===== src/rtl/core/dec32_pkg.sv =====
// Package for the decimal32 arithmetic unit.
// Holds the shared types, constants and the field decode/encode functions.
// Depends on nothing.
package dec32_pkg;

  // datapath width of the shared adder and the working registers
  localparam int W = 30;

  localparam int unsigned BIAS     = 95;
  localparam int unsigned COEF_MAX = 9999999;
  localparam int          EXP_MIN  = -95;
  localparam int          EXP_MAX  = 96;
  localparam int unsigned DIG_TOP  = 1000000;

  // saturation level: anything at or above it can never come back into range
  localparam logic [W-1:0] CAP = W'(1) << 25;

  localparam logic [4:0] COMB_INF = 5'd30;
  localparam logic [4:0] COMB_NAN = 5'd31;

  typedef enum logic [1:0] {
    OP_ADD = 2'd0,
    OP_SUB = 2'd1,
    OP_MUL = 2'd2,
    OP_DIV = 2'd3
  } op_t;

  typedef enum logic [1:0] {
    K_FIN,
    K_INF,
    K_NAN
  } kind_t;

  typedef enum logic [3:0] {
    ST_IDLE,
    ST_DEC,
    ST_A_ALN,
    ST_A_SUM,
    ST_A_NEG,
    ST_MUL,
    ST_N1,
    ST_N1M,
    ST_N2,
    ST_N2C,
    ST_D_SUB,
    ST_D_ACC,
    ST_D_Q10,
    ST_D_R10,
    ST_FIN
  } state_t;

  // adder control from the sequencer
  typedef struct packed {
    logic [W-1:0] a;
    logic [W-1:0] b;
    logic         sub;
  } alu_ctl_t;

  // adder result back to the sequencer
  typedef struct packed {
    logic [W-1:0] res;
    logic         borrow;
  } alu_res_t;

  function automatic logic [23:0] dec_coef(input logic [31:0] w);
    logic [4:0] comb;
    comb = w[30:26];
    if (comb[4:3] == 2'b11) begin
      return {1'b1, 2'b00, comb[0], w[19:0]};
    end
    return {1'b0, comb[2:0], w[19:0]};
  endfunction

  function automatic logic signed [8:0] dec_exp(input logic [31:0] w);
    logic [4:0] comb;
    logic [1:0] hi;
    comb = w[30:26];
    hi   = (comb[4:3] == 2'b11) ? comb[2:1] : comb[4:3];
    return $signed({1'b0, hi, w[25:20]}) - 9'sd95;
  endfunction

  function automatic logic [31:0] enc_special(input logic s, input logic [4:0] comb);
    return {s, comb, 26'd0};
  endfunction

  // canonical finite encoding, range already checked
  function automatic logic [31:0] enc_finite(input logic s, input logic signed [9:0] e,
                                             input logic [23:0] c);
    logic [9:0] be;
    logic [4:0] comb;
    be = 10'(e + 10'sd95);
    if (c[23]) begin
      comb = {2'b11, be[7:6], c[20]};
    end else begin
      comb = {be[7:6], c[22:20]};
    end
    return {s, comb, be[5:0], c[19:0]};
  endfunction

endpackage


===== src/rtl/core/dec32_alu.sv =====
// Shared add/subtract unit of the decimal32 arithmetic unit.
// Depends on dec32_pkg for the width and the control/result structs.
module dec32_alu (
  input  dec32_pkg::alu_ctl_t ctl,
  output dec32_pkg::alu_res_t rsl
);

  logic [dec32_pkg::W:0]   sum;
  logic [dec32_pkg::W-1:0] b_op;

  // subtract as a + ~b + 1; carry out low means a < b
  assign b_op = ctl.sub ? ~ctl.b : ctl.b;
  assign sum  = {1'b0, ctl.a} + {1'b0, b_op} + {{dec32_pkg::W{1'b0}}, ctl.sub};

  assign rsl.res    = sum[dec32_pkg::W-1:0];
  assign rsl.borrow = ctl.sub & ~sum[dec32_pkg::W];

endmodule


===== src/rtl/core/decimal32_arithmetic_unit.sv =====
// Decimal32 arithmetic unit; NaN/Inf operands and a zero divide operand go straight to the result,
// add/sub uses up to 8 alignment steps, multiply 24 shift-add steps, divide a normalization, then
// up to nine subtractions per digit, seven digits at most.
// One item at a time with busy high; the next item is taken at the edge that takes the result.
// Results cannot be stalled: out_valid is a one-cycle strobe.
// Synchronous active-low reset returns the sequencer to idle and clears the strobe.
module decimal32_arithmetic_unit (
  input  logic        clk,
  input  logic        rst_n,
  input  logic        start,
  output logic        busy,
  input  logic [1:0]  in_operation,
  input  logic [31:0] in_operand_a,
  input  logic [31:0] in_operand_b,
  output logic        out_valid,
  output logic [31:0] out_result
);

  localparam int W = dec32_pkg::W;

  dec32_pkg::state_t state_r, state_nxt;
  dec32_pkg::op_t    op_r;
  dec32_pkg::kind_t  kind_r;
  dec32_pkg::alu_ctl_t alu_ctl;
  dec32_pkg::alu_res_t alu_rsl;

  logic [31:0]        a_r, b_r;
  logic [W-1:0]       x_r, y_r, t_r, q_r;
  logic               sign_r, scale_a_r;
  logic signed [9:0]  e_r;
  logic signed [5:0]  adj_r;
  logic [7:0]         cnt_r;
  logic [3:0]         digit_r;
  logic               out_valid_r;
  logic [31:0]        out_result_r;

  // operand decode
  logic               sa, sb, nan_any, inf_any;
  logic [23:0]        ca, cb;
  logic signed [8:0]  ea, eb;
  logic signed [9:0]  d_ab;
  logic [W-1:0]       aln_v, clamped;
  logic               aln_done, div_stop;
  logic signed [9:0]  e_fin;
  logic               ovf;

  assign sa      = a_r[31];
  assign sb      = b_r[31];
  assign ca      = dec32_pkg::dec_coef(a_r);
  assign cb      = dec32_pkg::dec_coef(b_r);
  assign ea      = dec32_pkg::dec_exp(a_r);
  assign eb      = dec32_pkg::dec_exp(b_r);
  assign nan_any = (a_r[30:26] == dec32_pkg::COMB_NAN) || (b_r[30:26] == dec32_pkg::COMB_NAN);
  assign inf_any = (a_r[30:26] == dec32_pkg::COMB_INF) || (b_r[30:26] == dec32_pkg::COMB_INF);
  assign d_ab    = 10'(ea) - 10'(eb);

  // alignment: stop on count done, zero value or saturation
  assign aln_v    = scale_a_r ? x_r : y_r;
  assign aln_done = (cnt_r == 8'd0) || (aln_v == '0) || (aln_v >= dec32_pkg::CAP);
  assign clamped  = (alu_rsl.res >= dec32_pkg::CAP) ? dec32_pkg::CAP : alu_rsl.res;

  // long division stop after accumulating a digit
  assign div_stop = ((x_r == '0) && (adj_r >= 6'sd0)) ||
                    (alu_rsl.res >= W'(dec32_pkg::DIG_TOP));

  // final range check
  assign e_fin = e_r - 10'(adj_r);
  assign ovf   = (e_fin < 10'(dec32_pkg::EXP_MIN)) || (e_fin > 10'(dec32_pkg::EXP_MAX)) ||
                 (q_r > W'(dec32_pkg::COEF_MAX));

  dec32_alu u_alu (
    .ctl (alu_ctl),
    .rsl (alu_rsl)
  );

  // adder operand select per state
  always_comb begin
    alu_ctl = '{a: '0, b: '0, sub: 1'b0};
    unique case (state_r)
      dec32_pkg::ST_A_ALN: alu_ctl = '{a: aln_v << 3, b: aln_v << 1, sub: 1'b0};
      dec32_pkg::ST_A_SUM: alu_ctl = '{a: x_r, b: y_r, sub: sa ^ sb};
      dec32_pkg::ST_A_NEG: alu_ctl = '{a: y_r, b: x_r, sub: 1'b1};
      dec32_pkg::ST_MUL:   alu_ctl = '{a: q_r << 1, b: (y_r[23] ? x_r : '0), sub: 1'b0};
      dec32_pkg::ST_N1:    alu_ctl = '{a: x_r, b: y_r, sub: 1'b1};
      dec32_pkg::ST_N1M:   alu_ctl = '{a: x_r << 3, b: x_r << 1, sub: 1'b0};
      dec32_pkg::ST_N2:    alu_ctl = '{a: y_r << 3, b: y_r << 1, sub: 1'b0};
      dec32_pkg::ST_N2C:   alu_ctl = '{a: x_r, b: t_r, sub: 1'b1};
      dec32_pkg::ST_D_SUB: alu_ctl = '{a: x_r, b: y_r, sub: 1'b1};
      dec32_pkg::ST_D_ACC: alu_ctl = '{a: q_r, b: W'(digit_r), sub: 1'b0};
      dec32_pkg::ST_D_Q10: alu_ctl = '{a: q_r << 3, b: q_r << 1, sub: 1'b0};
      dec32_pkg::ST_D_R10: alu_ctl = '{a: x_r << 3, b: x_r << 1, sub: 1'b0};
      default:             alu_ctl = '{a: '0, b: '0, sub: 1'b0};
    endcase
  end

  // next state
  always_comb begin
    state_nxt = state_r;
    unique case (state_r)
      dec32_pkg::ST_IDLE: if (start) state_nxt = dec32_pkg::ST_DEC;
      dec32_pkg::ST_DEC: begin
        if (nan_any || inf_any) begin
          state_nxt = dec32_pkg::ST_FIN;
        end else begin
          unique case (op_r)
            dec32_pkg::OP_ADD, dec32_pkg::OP_SUB: state_nxt = dec32_pkg::ST_A_ALN;
            dec32_pkg::OP_MUL: state_nxt = dec32_pkg::ST_MUL;
            default: state_nxt = ((cb == '0) || (ca == '0)) ? dec32_pkg::ST_FIN
                                                            : dec32_pkg::ST_N1;
          endcase
        end
      end
      dec32_pkg::ST_A_ALN: if (aln_done) state_nxt = dec32_pkg::ST_A_SUM;
      dec32_pkg::ST_A_SUM: state_nxt = alu_rsl.borrow ? dec32_pkg::ST_A_NEG : dec32_pkg::ST_FIN;
      dec32_pkg::ST_A_NEG: state_nxt = dec32_pkg::ST_FIN;
      dec32_pkg::ST_MUL:   if (cnt_r == 8'd1) state_nxt = dec32_pkg::ST_FIN;
      dec32_pkg::ST_N1:    state_nxt = alu_rsl.borrow ? dec32_pkg::ST_N1M : dec32_pkg::ST_N2;
      dec32_pkg::ST_N1M:   state_nxt = dec32_pkg::ST_N1;
      dec32_pkg::ST_N2:    state_nxt = dec32_pkg::ST_N2C;
      dec32_pkg::ST_N2C:   state_nxt = alu_rsl.borrow ? dec32_pkg::ST_D_SUB : dec32_pkg::ST_N2;
      dec32_pkg::ST_D_SUB: if (alu_rsl.borrow) state_nxt = dec32_pkg::ST_D_ACC;
      dec32_pkg::ST_D_ACC: state_nxt = div_stop ? dec32_pkg::ST_FIN : dec32_pkg::ST_D_Q10;
      dec32_pkg::ST_D_Q10: state_nxt = dec32_pkg::ST_D_R10;
      dec32_pkg::ST_D_R10: state_nxt = dec32_pkg::ST_D_SUB;
      dec32_pkg::ST_FIN:   state_nxt = dec32_pkg::ST_IDLE;
      default:             state_nxt = dec32_pkg::ST_IDLE;
    endcase
  end

  // control registers
  always_ff @(posedge clk) begin
    if (!rst_n) begin
      state_r     <= dec32_pkg::ST_IDLE;
      out_valid_r <= 1'b0;
    end else begin
      state_r     <= state_nxt;
      out_valid_r <= (state_r == dec32_pkg::ST_FIN);
    end
  end

  // datapath registers
  always_ff @(posedge clk) begin
    unique case (state_r)
      dec32_pkg::ST_IDLE: begin
        if (start) begin
          op_r <= dec32_pkg::op_t'(in_operation);
          a_r  <= in_operand_a;
          b_r  <= in_operand_b ^ {(in_operation == dec32_pkg::OP_SUB), 31'd0};
        end
      end
      dec32_pkg::ST_DEC: begin
        x_r    <= W'(ca);
        y_r    <= W'(cb);
        q_r    <= '0;
        adj_r  <= '0;
        unique case (op_r)
          dec32_pkg::OP_ADD, dec32_pkg::OP_SUB: begin
            sign_r    <= sa;
            kind_r    <= nan_any ? dec32_pkg::K_NAN :
                         (inf_any ? dec32_pkg::K_INF : dec32_pkg::K_FIN);
            scale_a_r <= (d_ab > 10'sd0);
            cnt_r     <= (d_ab > 10'sd0) ? d_ab[7:0] : 8'(-d_ab);
            e_r       <= (d_ab > 10'sd0) ? 10'(eb) : 10'(ea);
          end
          dec32_pkg::OP_MUL: begin
            sign_r <= nan_any || inf_any ? 1'b0 : (sa ^ sb);
            kind_r <= nan_any ? dec32_pkg::K_NAN :
                      (inf_any ? dec32_pkg::K_INF : dec32_pkg::K_FIN);
            cnt_r  <= 8'd24;
            e_r    <= 10'(ea) + 10'(eb);
          end
          default: begin
            digit_r <= '0;
            // 0/0 is NaN, x/0 is Inf, 0/x is +0
            if (nan_any || (cb == '0 && ca == '0)) begin
              kind_r <= dec32_pkg::K_NAN;
            end else if (inf_any || cb == '0) begin
              kind_r <= dec32_pkg::K_INF;
            end else begin
              kind_r <= dec32_pkg::K_FIN;
            end
            if (nan_any || inf_any || cb == '0 || ca == '0) begin
              sign_r <= 1'b0;
              e_r    <= '0;
            end else begin
              sign_r <= sa ^ sb;
              e_r    <= 10'(ea) - 10'(eb);
            end
          end
        endcase
      end
      dec32_pkg::ST_A_ALN: begin
        if (!aln_done) begin
          if (scale_a_r) x_r <= clamped;
          else           y_r <= clamped;
          cnt_r <= cnt_r - 8'd1;
        end
      end
      dec32_pkg::ST_A_SUM: begin
        q_r <= alu_rsl.res;
        if ((sa != sb) && (alu_rsl.res == '0)) sign_r <= sb;
      end
      dec32_pkg::ST_A_NEG: begin
        q_r    <= alu_rsl.res;
        sign_r <= sb;
      end
      dec32_pkg::ST_MUL: begin
        q_r   <= clamped;
        y_r   <= y_r << 1;
        cnt_r <= cnt_r - 8'd1;
      end
      dec32_pkg::ST_N1M: begin
        x_r   <= alu_rsl.res;
        adj_r <= adj_r + 6'sd1;
      end
      dec32_pkg::ST_N2: t_r <= alu_rsl.res;
      dec32_pkg::ST_N2C: begin
        if (!alu_rsl.borrow) begin
          y_r   <= t_r;
          adj_r <= adj_r - 6'sd1;
        end
      end
      dec32_pkg::ST_D_SUB: begin
        if (!alu_rsl.borrow) begin
          x_r     <= alu_rsl.res;
          digit_r <= digit_r + 4'd1;
        end
      end
      dec32_pkg::ST_D_ACC: begin
        q_r     <= alu_rsl.res;
        digit_r <= '0;
      end
      dec32_pkg::ST_D_Q10: q_r <= alu_rsl.res;
      dec32_pkg::ST_D_R10: begin
        x_r   <= alu_rsl.res;
        adj_r <= adj_r + 6'sd1;
      end
      dec32_pkg::ST_FIN: begin
        priority if (kind_r == dec32_pkg::K_NAN) begin
          out_result_r <= dec32_pkg::enc_special(sign_r, dec32_pkg::COMB_NAN);
        end else if (kind_r == dec32_pkg::K_INF || ovf) begin
          out_result_r <= dec32_pkg::enc_special(sign_r, dec32_pkg::COMB_INF);
        end else begin
          out_result_r <= dec32_pkg::enc_finite(sign_r, e_fin, q_r[23:0]);
        end
      end
      default: ;
    endcase
  end

  assign busy       = (state_r != dec32_pkg::ST_IDLE);
  assign out_valid  = out_valid_r;
  assign out_result = out_result_r;

`ifndef SYNTH
  a_strobe_after_fin: assert property (@(posedge clk) disable iff (!rst_n)
    out_valid |-> $past(state_r == dec32_pkg::ST_FIN))
    else $error("result strobe without finishing step");
  a_accept_busy: assert property (@(posedge clk) disable iff (!rst_n)
    (start && !busy) |=> busy)
    else $error("accepted item did not raise busy");
  a_strobe_idle: assert property (@(posedge clk) disable iff (!rst_n)
    out_valid |-> (state_r == dec32_pkg::ST_IDLE || state_r == dec32_pkg::ST_DEC))
    else $error("result strobe while work in progress");
  a_mul_count: assert property (@(posedge clk) disable iff (!rst_n)
    (state_r == dec32_pkg::ST_MUL) |-> (cnt_r != 8'd0))
    else $error("multiply step counter ran out");
`endif

endmodule

===== config.mk =====
export PLATFORM = sky130hd
export DESIGN_NAME = decimal32_arithmetic_unit
export DESIGN_NICKNAME = d
export VERILOG_FILES = /design/src/rtl/core/dec32_pkg.sv /design/src/rtl/core/dec32_alu.sv /design/src/rtl/core/decimal32_arithmetic_unit.sv
export SDC_FILE = /design/constraint.sdc
export NUM_CORES = 1
export LEC_CHECK = 0
export ABC_CLOCK_PERIOD_IN_PS = 7800
export BUFFER_PORTS_ARGS = -buffer_cell sky130_fd_sc_hd__buf_4
export CORE_UTILIZATION = 50
export CTS_BUF_LIST = sky130_fd_sc_hd__clkbuf_8 sky130_fd_sc_hd__clkbuf_16
export CTS_CLUSTER_DIAMETER = 150
export DETAILED_ROUTE_END_ITERATION = 8
export PLACE_DENSITY = 0.7
export SLEW_MARGIN = 10
export SYNTH_ARGS = -nofsm -noshare
export SYNTH_HDL_FRONTEND = slang
export SYNTH_SLANG_ARGS = --single-unit

===== constraint.sdc =====
create_clock -name clk -period 7.8 [get_ports clk]
set_clock_uncertainty 0.1 [all_clocks]
set_input_delay 0 -clock clk [delete_from_list [all_inputs] [get_ports clk]]
set_output_delay 0 -clock clk [all_outputs]
set_load 0.02 [all_outputs]

==> results of run 1 <==
[cell families (layout without fill, tap and decap cells)]
group / Yosys count / count (layout) / share of synthesized area (%)
flops: 255 / 255 / 45.8
simple gates: 571 / 571 / 17.4
mux: 35 / 35 / 2.13
compound gates: 475 / 475 / 21.2
fa+ha+maj: 68 / 68 / 5.31
buf+inv: 170 / 329 / 4.18
xor+xnor: 72 / 72 / 3.89
[metrics by stage]
stage                     area [um^2]  hold WS (ns)  utilization [%]
after detailed placement        17900        0.0793             54.7
final                           19600        0.0126             60.0
after global placement          17900        0.0779             54.7
after global routing            19600        0.0167             60.0
after CTS                       19600       0.00319             60.0
after floorplan                 16600      -0.00113                -
[routing by layer]
layer / vias up / track usage, % / wire length (um)
met1: 7153 / 47.0 / 23200
met2: 999 / 49.3 / 24100
met4: 0 / 8.90 / 1350
met3: 93 / 8.34 / 7250
li1: 6685 / - / -
met5: - / 0 / 0
[power by group through the flow]
stage	clock network, mW	logic (mW)	registers (mW)
after CTS	1.52	4.97	2.87
after floorplan	0	3.57	2.54
after global routing	1.57	5.54	2.94
final	1.51	5.12	2.92
after detailed placement	0	4.90	2.89
after global placement	0	4.85	2.88
[synthesized netlist by cell type, types with 6 or more instances]
cell,n,share of area (%)
sky130_fd_sc_hd__a21oi_1,108,3.3
sky130_fd_sc_hd__buf_2,12,0.36
sky130_fd_sc_hd__o21ai_0,69,2.1
sky130_fd_sc_hd__and3_1,8,0.30
sky130_fd_sc_hd__o211ai_1,10,0.45
sky130_fd_sc_hd__o31ai_1,6,0.27
sky130_fd_sc_hd__xnor2_1,41,2.2
sky130_fd_sc_hd__a221oi_1,8,0.42
sky130_fd_sc_hd__nor2b_1,12,0.45
sky130_fd_sc_hd__a222oi_1,101,6.1
sky130_fd_sc_hd__nand4_1,22,0.83
sky130_fd_sc_hd__nor3_1,33,1.0
sky130_fd_sc_hd__inv_1,67,1.5
sky130_fd_sc_hd__and2_1,28,1.1
sky130_fd_sc_hd__a22oi_1,15,0.68
sky130_fd_sc_hd__nor3b_1,9,0.41
sky130_fd_sc_hd__nor3_2,16,0.97
sky130_fd_sc_hd__o21bai_1,15,0.68
sky130_fd_sc_hd__xor2_1,29,1.5
sky130_fd_sc_hd__a31oi_1,6,0.23
sky130_fd_sc_hd__a22o_1,17,0.90
sky130_fd_sc_hd__or2_2,7,0.26
sky130_fd_sc_hd__o21a_1,11,0.50
sky130_fd_sc_hd__edfxtp_1,250,45
sky130_fd_sc_hd__nand2b_1,18,0.68
sky130_fd_sc_hd__nor4_1,34,1.3
sky130_fd_sc_hd__a21o_1,15,0.68
sky130_fd_sc_hd__nand3_1,58,1.7
sky130_fd_sc_hd__nand2_1,168,3.8
sky130_fd_sc_hd__clkbuf_1,77,1.7
sky130_fd_sc_hd__a211oi_1,11,0.50
sky130_fd_sc_hd__mux2i_1,33,2.0
sky130_fd_sc_hd__ha_1,64,4.8
sky130_fd_sc_hd__nor2_1,124,2.8
sky130_fd_sc_hd__o22ai_1,12,0.45
[sequential cells by signal, summed over array words and instances (netlist names), 10 cells and up]
register	cells
e_r	10
out_result	32
b_r	32
x_r	30
y_r	30
a_r	32
q_r	30
t_r	30
[final cells by class]
cell class	instances	area, um^2	share of cell area [%]
clock buffers	32	756	3.86
clock inverters	20	297	1.51
inverters	69	259	1.32
multi-input cells	1221	8370	42.8
flip-flops and latches	255	7610	38.9
well taps	442	553	2.83
repair buffers	208	1730	8.83
[worst paths after layout]
| kind | startpoint | to | slack (ns) |
|---|---|---|---|
| max | state_r[1] | q_r[14] | 0.90 |
| min reg2reg | a_r[13] | x_r[13] | 0.48 |
| min | in_operand_b[28] | b_r[28] | 0.01 |
| max reg2reg | state_r[1] | q_r[14] | 0.90 |
[worst max-delay path, cell delays in order (launching register included)]
cell                       delay (ns)
sky130_fd_sc_hd__dfxtp_1         1.02
sky130_fd_sc_hd__nand2b_1        0.42
sky130_fd_sc_hd__nor3_1          0.32
sky130_fd_sc_hd__nand2_1         0.09
sky130_fd_sc_hd__nand2_1         0.49
sky130_fd_sc_hd__buf_4           0.35
sky130_fd_sc_hd__a222oi_1        0.14
sky130_fd_sc_hd__nand2_1         0.13
sky130_fd_sc_hd__mux2i_1         0.09
sky130_fd_sc_hd__ha_1            0.55
sky130_fd_sc_hd__nand2_1         0.18
sky130_fd_sc_hd__nor4_1          0.61
sky130_fd_sc_hd__nor2b_1         0.22
sky130_fd_sc_hd__nand4b_1        0.21
sky130_fd_sc_hd__a211o_1         0.36
sky130_fd_sc_hd__o211ai_2        0.19
sky130_fd_sc_hd__nand3_1         0.27
sky130_fd_sc_hd__o211a_1         0.31
sky130_fd_sc_hd__buf_4           0.23
sky130_fd_sc_hd__nor4_1          0.39
==> metrics.log, run 1 <==
INFO  metric post_layout_cell_count = 2,247
INFO  metric power_leakage = 7.39 nW
INFO  metric worst_setup_path_start_kind = flop
INFO  metric layout.nets = 1,920
INFO  metric hold_path.class = in -> reg
INFO  metric timing.final.setup_violations = 0
INFO  metric ctsRootBufferMaster = sky130_fd_sc_hd__clkbuf_16
INFO  metric route.final.wire_length = 55,900 um
INFO  metric internal_power = 4.94 mW
INFO  metric required_time_of_the_critical_path = 8.06 ns
INFO  metric cp-end-kind = flop
INFO  metric power_per_cell_area = 488 nW/um^2
INFO  metric yosys_register_bits = 255
INFO  metric layout-area-overhead-vs-synth = 18.0%
INFO  metric via_count_of_the_first_global_routing_pass = 14.2k
INFO  metric route.detailed.vias_per_inst = 6.64
INFO  metric power.ir.vdd_worst = 0.000285 V
INFO  metric syn-cell-area = 16,600 um^2
INFO  metric yosys_warnings = 0
INFO  metric clock_tree.htree_level_count = 1
INFO  metric synth.lib_cells_used.distinct = 104
INFO  metric timing.fmax = 145 MHz
INFO  metric drv.max_cap_violation_count = 0
INFO  metric grt_max_degree = 67
INFO  metric cts_tree = yes
INFO  metric globalplace.congestion = 1.01
INFO  metric p_sw = 4.62 mW
INFO  metric coreArea = 32,600 um^2
INFO  metric numCtsBuffers = 28
INFO  metric clk_path_buf_depth = 3
INFO  metric synth_sequential_area_ratio = 45.8%
INFO  metric power.share.sequential = 30.6%
INFO  metric start_util = 50.9%
INFO  metric setup_total_negative_slack = 0 ns
INFO  metric sw_frac_of_total = 48.3%
INFO  metric finalWorstSetupSlack = 0.900 ns
INFO  metric cts_sinks = 255
INFO  metric num_rows = 66
INFO  metric failed_checks = DRC
INFO  metric cts_setup_buffers = 0
INFO  metric antenna-diode-count = 0
INFO  metric proportion_of_register_bits_with_asynchronous_set_or_reset_after_synthesis = 0%
INFO  metric post_cts_resize_count = 0
INFO  metric max_slew_margin = 19.1%
INFO  metric post-layout-total-power = 9.55 mW
INFO  metric drt_iter0_drc = 2,754
INFO  metric clock_power_share = 15.8%
INFO  metric commonest_non_fill_non_tap_cell_in_the_layout = sky130_fd_sc_hd__edfxtp_1
INFO  metric synth_flop_cell = sky130_fd_sc_hd__edfxtp_1
INFO  metric clkTransAtPathRegs = 0.06 ns
INFO  metric ff2ff_path_depth = 19
INFO  metric port_buffers = 102
INFO  metric grt_overflow = 0
INFO  metric grt_util_all_layers = 32.9%
INFO  metric share_of_cells_above_drive_strength_1 = 14.1%
INFO  metric chipWidth = 184 um
INFO  metric clock_insertion_delay_worst_skew = 0.60 ns
INFO  metric final.fill_count = 2,714
INFO  metric hpwlAfterDp = 40,100 um
INFO  metric global_route_wire_length_before_repair = 84,100 um
INFO  metric timing_worst_slew_pin_value = 1.21 ns
INFO  metric numPlacedInstances = 2,128
INFO  metric dpl_worst_slack = 1.22 ns
INFO  metric category_of_the_most_critical_setup_path = reg -> reg
INFO  metric status = complete, but fails checks
INFO  metric drc_errors = 5
INFO  metric ctsHoldBuffers = 67
INFO  metric wl_per_cell = 24.9 um
INFO  metric io_pins = 103
INFO  metric edff_count_synth = 250
INFO  metric synthesis.nets = 1,783
INFO  metric rsz0062_at_grt = no
INFO  metric power.share.combinational = 53.6%
INFO  metric commonest_cells_after_routing_fill_and_taps_aside = sky130_fd_sc_hd__edfxtp_1 (250), sky130_fd_sc_hd__nand2_1 (168), sky130_fd_sc_hd__buf_4 (141)
INFO  metric detail_route.first_pass.iterations = 9
INFO  metric number_of_antenna_violations_at_the_first_check_in_global_routing = 0
INFO  metric die_area = 33,900 um^2
INFO  metric postSynthCellCount = 1,646
INFO  metric cp.arrival = 7.16 ns
INFO  metric finalCritPeriodShare = 88.5%
INFO  metric minimum_clock_period_after_layout = 6.90 ns
INFO  metric hold_violations = 0
INFO  metric drt_antenna_net_count = 0
INFO  metric slew_violations = 0
INFO  metric vias = 14.9k
INFO  metric critPathMaxFanout = 26
INFO  metric die_y = 184 um
INFO  metric syn_area_per_cell = 10.1 um^2
INFO  metric worst_hold_path.num_cells = 2
(Power assumes the default switching activity.)
==> inputs of run 2 (changes only) <==
ABC_AREA = 1   (was not set)
ABC_CLOCK_PERIOD_IN_PS = 7200   (was 7800)
PLACE_DENSITY = 0.68   (was 0.7)
SKIP_CTS_REPAIR_TIMING = 1   (was not set)
clock period = 7.2 ns   (was 7.8 ns; I/O delays follow)
==> run 2 against run 1 <==
The flow now finishes without violations. Die area increased by 1.3%. Highest routed layer is now met5. Critical path type unchanged. Cell count increased by 18%. Routed wire length increased by 17%. Largest cell class unchanged. Utilization increased by 1.4 points. Via count increased by 9.9%. First-iteration DRC count decreased by 11%. Register-to-register slack improved by 0.34 ns. Sequential share of layout area decreased by 1.1 points. Flip-flop and latch count unchanged. Synthesized area increased by 1.3%. Design area increased by 2.9%.
==> metrics.log, run 2 <==
INFO  metric grt_overflow = 0
INFO  metric port_buffers = 102
INFO  metric setup_total_negative_slack = 0 ns
INFO  metric category_of_the_most_critical_setup_path = reg -> reg
INFO  metric layout.nets = 2,319
INFO  metric ff2ff_path_depth = 21
INFO  metric start_util = 51.3%
INFO  metric finalCritPeriodShare = 82.8%
INFO  metric hold_path.class = in -> reg
INFO  metric die_y = 185 um
INFO  metric io_pins = 103
INFO  metric cp-end-kind = flop
INFO  metric rsz0062_at_grt = no
INFO  metric cp_num_cells = 21
INFO  metric vias = 16.4k
INFO  metric timing.critical_path.cells = inv_2 -> nor2_2 -> nand2_1 -> nand4_1 -> clkinv_1 -> buf_4 -> o211ai_1 -> ha_1 -> buf_4 -> a21oi_1 -> o21ai_0 -> a21oi_1 -> o21ai_0 -> a21oi_1 -> nand3_1 -> nand2_1 -> nor2_4 -> nand2_2 -> nand2_1 -> inv_2 -> o21ai_0
INFO  metric worst_hold_path.num_cells = 2
INFO  metric postSynthCellCount = 1,965
INFO  metric wl_per_cell = 24.7 um
INFO  metric critPathBufInv = 5
INFO  metric coreArea = 32,800 um^2
INFO  metric grt_max_degree = 67
INFO  metric globalplace.congestion = 1.01
INFO  metric hold_violations = 0
INFO  metric minimum_clock_period_after_layout = 5.96 ns
INFO  metric drc_errors = 0
INFO  metric commonest_non_fill_non_tap_cell_in_the_layout = sky130_fd_sc_hd__nand2_1
INFO  metric route.final.wire_length = 65,500 um
INFO  metric groute.layer.met2.usage = 56.3%
INFO  metric timing_worst_slew_pin_value = 1.09 ns
INFO  metric ctsRootBufferMaster = sky130_fd_sc_hd__clkbuf_16
INFO  metric path_delay_family = buffers and inverters
INFO  metric clkTransAtPathRegs = 0.06 ns
INFO  metric top_usage_layer = met2
INFO  metric edff_count_synth = 250
INFO  metric synth.lib_cells_used.distinct = 58
INFO  metric cts_tree = yes
INFO  metric grtUsageMet3 = 8.67%
INFO  metric drv.max_cap_violation_count = 0
INFO  metric chipWidth = 185 um
INFO  metric via_count_of_the_first_global_routing_pass = 15.1k
INFO  metric layout-area-overhead-vs-synth = 19.8%
INFO  metric drt_antenna_net_count = 0
INFO  metric synth_flop_cell = sky130_fd_sc_hd__edfxtp_1
INFO  metric post_synth_most_frequent_cells = sky130_fd_sc_hd__nand2_1 (323), sky130_fd_sc_hd__inv_1 (269), sky130_fd_sc_hd__edfxtp_1 (250)
INFO  metric global_route_wire_length_before_repair = 94,100 um
INFO  metric synth_top_area_share = 44.6%
INFO  metric numCtsBuffers = 29
INFO  metric synthesis.nets = 2,102
INFO  metric cp.arrival = 6.16 ns
INFO  metric clk_path_buf_depth = 3
INFO  metric critPathMaxFanout = 24
INFO  metric synth_sequential_area_ratio = 45.2%
INFO  metric proportion_of_register_bits_with_asynchronous_set_or_reset_after_synthesis = 0%
INFO  metric timing.critical_path.slowest_cell_delay = 0.60 ns
INFO  metric yosys_warnings = 0
INFO  metric commonest_cells_after_routing_fill_and_taps_aside = sky130_fd_sc_hd__nand2_1 (323), sky130_fd_sc_hd__inv_1 (273), sky130_fd_sc_hd__edfxtp_1 (250)
INFO  metric die_area = 34,400 um^2
INFO  metric worst_setup_path_start_kind = flop
INFO  metric clock_tree.htree_level_count = 1
INFO  metric yosys.cell_count.top_type = sky130_fd_sc_hd__nand2_1
INFO  metric grt_util_all_layers = 37.5%
INFO  metric max_slew_margin = 27.1%
INFO  metric route.detailed.vias_per_inst = 6.20
INFO  metric number_of_antenna_violations_at_the_first_check_in_global_routing = 1
INFO  metric finalWorstSetupSlack = 1.24 ns
INFO  metric share_of_cells_above_drive_strength_1 = 13.6%
INFO  metric syn_area_per_cell = 8.56 um^2
INFO  metric drt_iter0_drc = 2,459
INFO  metric timing.fmax = 168 MHz
INFO  metric antenna-diode-count = 0
INFO  metric hpwlAfterDp = 49,100 um
INFO  metric num_rows = 66
INFO  metric syn-cell-area = 16,800 um^2
INFO  metric required_time_of_the_critical_path = 7.39 ns
INFO  metric post-route-util = 61.4%
INFO  metric yosys_register_bits = 255
INFO  metric slew_violations = 0
INFO  metric crit_slowest_cell = sky130_fd_sc_hd__clkinv_1
INFO  metric yosys.area.top_type = sky130_fd_sc_hd__edfxtp_1
INFO  metric detail_route.first_pass.iterations = 7
INFO  metric cts_sinks = 255
INFO  metric clock_insertion_delay_worst_skew = 0.58 ns
INFO  metric synthTopCellsByArea = sky130_fd_sc_hd__edfxtp_1 (45%), sky130_fd_sc_hd__nand2_1 (7.2%), sky130_fd_sc_hd__inv_1 (6.0%), sky130_fd_sc_hd__ha_1 (4.8%), sky130_fd_sc_hd__nor2_1 (4.4%)
INFO  metric status = completed
INFO  metric global_route.usage.met1 = 52.5%
INFO  metric timing.final.setup_violations = 0
INFO  metric dpl_worst_slack = 1.55 ns
INFO  metric fin_worst_hold_slack = 0.0445 ns
==> run 2: cell count changes after synthesis, moves of 26 or more <==
cell | previous run | this run
sky130_fd_sc_hd__mux2i_1 | 33 | 0
sky130_fd_sc_hd__clkbuf_1 | 77 | 44
sky130_fd_sc_hd__o2111ai_1 | 3 | 41
sky130_fd_sc_hd__a222oi_1 | 101 | 0
sky130_fd_sc_hd__and2_1 | 28 | 2
sky130_fd_sc_hd__o22ai_1 | 12 | 62
sky130_fd_sc_hd__xor2_1 | 29 | 71
sky130_fd_sc_hd__nand3_1 | 58 | 87
sky130_fd_sc_hd__nor2_2 | 0 | 27
sky130_fd_sc_hd__xnor2_1 | 41 | 15
sky130_fd_sc_hd__nor2_1 | 124 | 197
sky130_fd_sc_hd__inv_1 | 67 | 269
sky130_fd_sc_hd__o21ai_0 | 69 | 104
sky130_fd_sc_hd__nand2_1 | 168 | 323
==> run 2: final cells by class <==
| class | instances | area, um^2 |
|---|---|---|
| tap | 442 | 553 |
| fill | 2841 | 12600 |
| timing repair buffer | 243 | 2060 |
| multi-input combinational | 1373 | 7940 |
| sequential | 255 | 7610 |
| inverter | 280 | 1050 |
| clock buffer | 30 | 739 |
| clock inverter | 24 | 199 |
==> run 2: metal layers <==
layer	wire (um)	vias to the layer above
li1	-	7364
met1	26400	7650
met2	27800	1178
met3	8270	210
met4	3000	2
met5	13	-
==> run 2: stage by stage <==
| stage | cell area (um^2) | cells |
|---|---|---|
| global route | 20100 | 2647 |
| finish | 20100 | 2647 |
| global placement | 18500 | 2525 |
| CTS | 19500 | 2579 |
| detailed placement | 18500 | 2525 |
| floorplan | 16800 | 1965 |
==> run 2: kinds of logic (layout without fill, tap and decap cells) <==
kind of cell / count (synthesis) / count (layout) / synth area share (%)
AOI/OAI and AO/OA: 470 / 470 / 17.7
xor gates and xnor gates: 86 / 86 / 4.48
adders and majority gates: 68 / 68 / 5.24
buffers and inverters: 337 / 577 / 7.74
DFF: 255 / 255 / 45.2
muxes: 1 / 1 / 0.0670
and+or+nand+nor: 748 / 748 / 19.5
==> run 2: worst reg2reg max path, cell delays in order, from the launching register on <==
cell	delay (ns)
sky130_fd_sc_hd__dfxtp_1	0.50
sky130_fd_sc_hd__inv_2	0.08
sky130_fd_sc_hd__nor2_2	0.19
sky130_fd_sc_hd__nand2_1	0.26
sky130_fd_sc_hd__nand4_1	0.47
sky130_fd_sc_hd__clkinv_1	0.61
sky130_fd_sc_hd__buf_4	0.43
sky130_fd_sc_hd__o211ai_1	0.35
sky130_fd_sc_hd__ha_1	0.31
sky130_fd_sc_hd__buf_4	0.15
sky130_fd_sc_hd__a21oi_1	0.17
sky130_fd_sc_hd__o21ai_0	0.16
sky130_fd_sc_hd__a21oi_1	0.33
sky130_fd_sc_hd__o21ai_0	0.13
sky130_fd_sc_hd__a21oi_1	0.33
sky130_fd_sc_hd__nand3_1	0.12
sky130_fd_sc_hd__nand2_1	0.15
sky130_fd_sc_hd__nor2_4	0.09
sky130_fd_sc_hd__nand2_2	0.07
sky130_fd_sc_hd__nand2_1	0.06
sky130_fd_sc_hd__inv_2	0.44
sky130_fd_sc_hd__o21ai_0	0.18
==> run 2: final timing paths <==
check / start / to / slack (ns)
setup / recovery: state_r[3] / x_r[1] / 1.24
hold / removal: in_operand_a[19] / a_r[19] / 0.04
setup reg to reg: state_r[3] / x_r[1] / 1.24
hold reg to reg: a_r[11] / x_r[11] / 0.47
Power of run 2 is left out: the tool's default activity adds up to more than one toggle a clock period on the data nets, which glitch-free logic cannot reach.
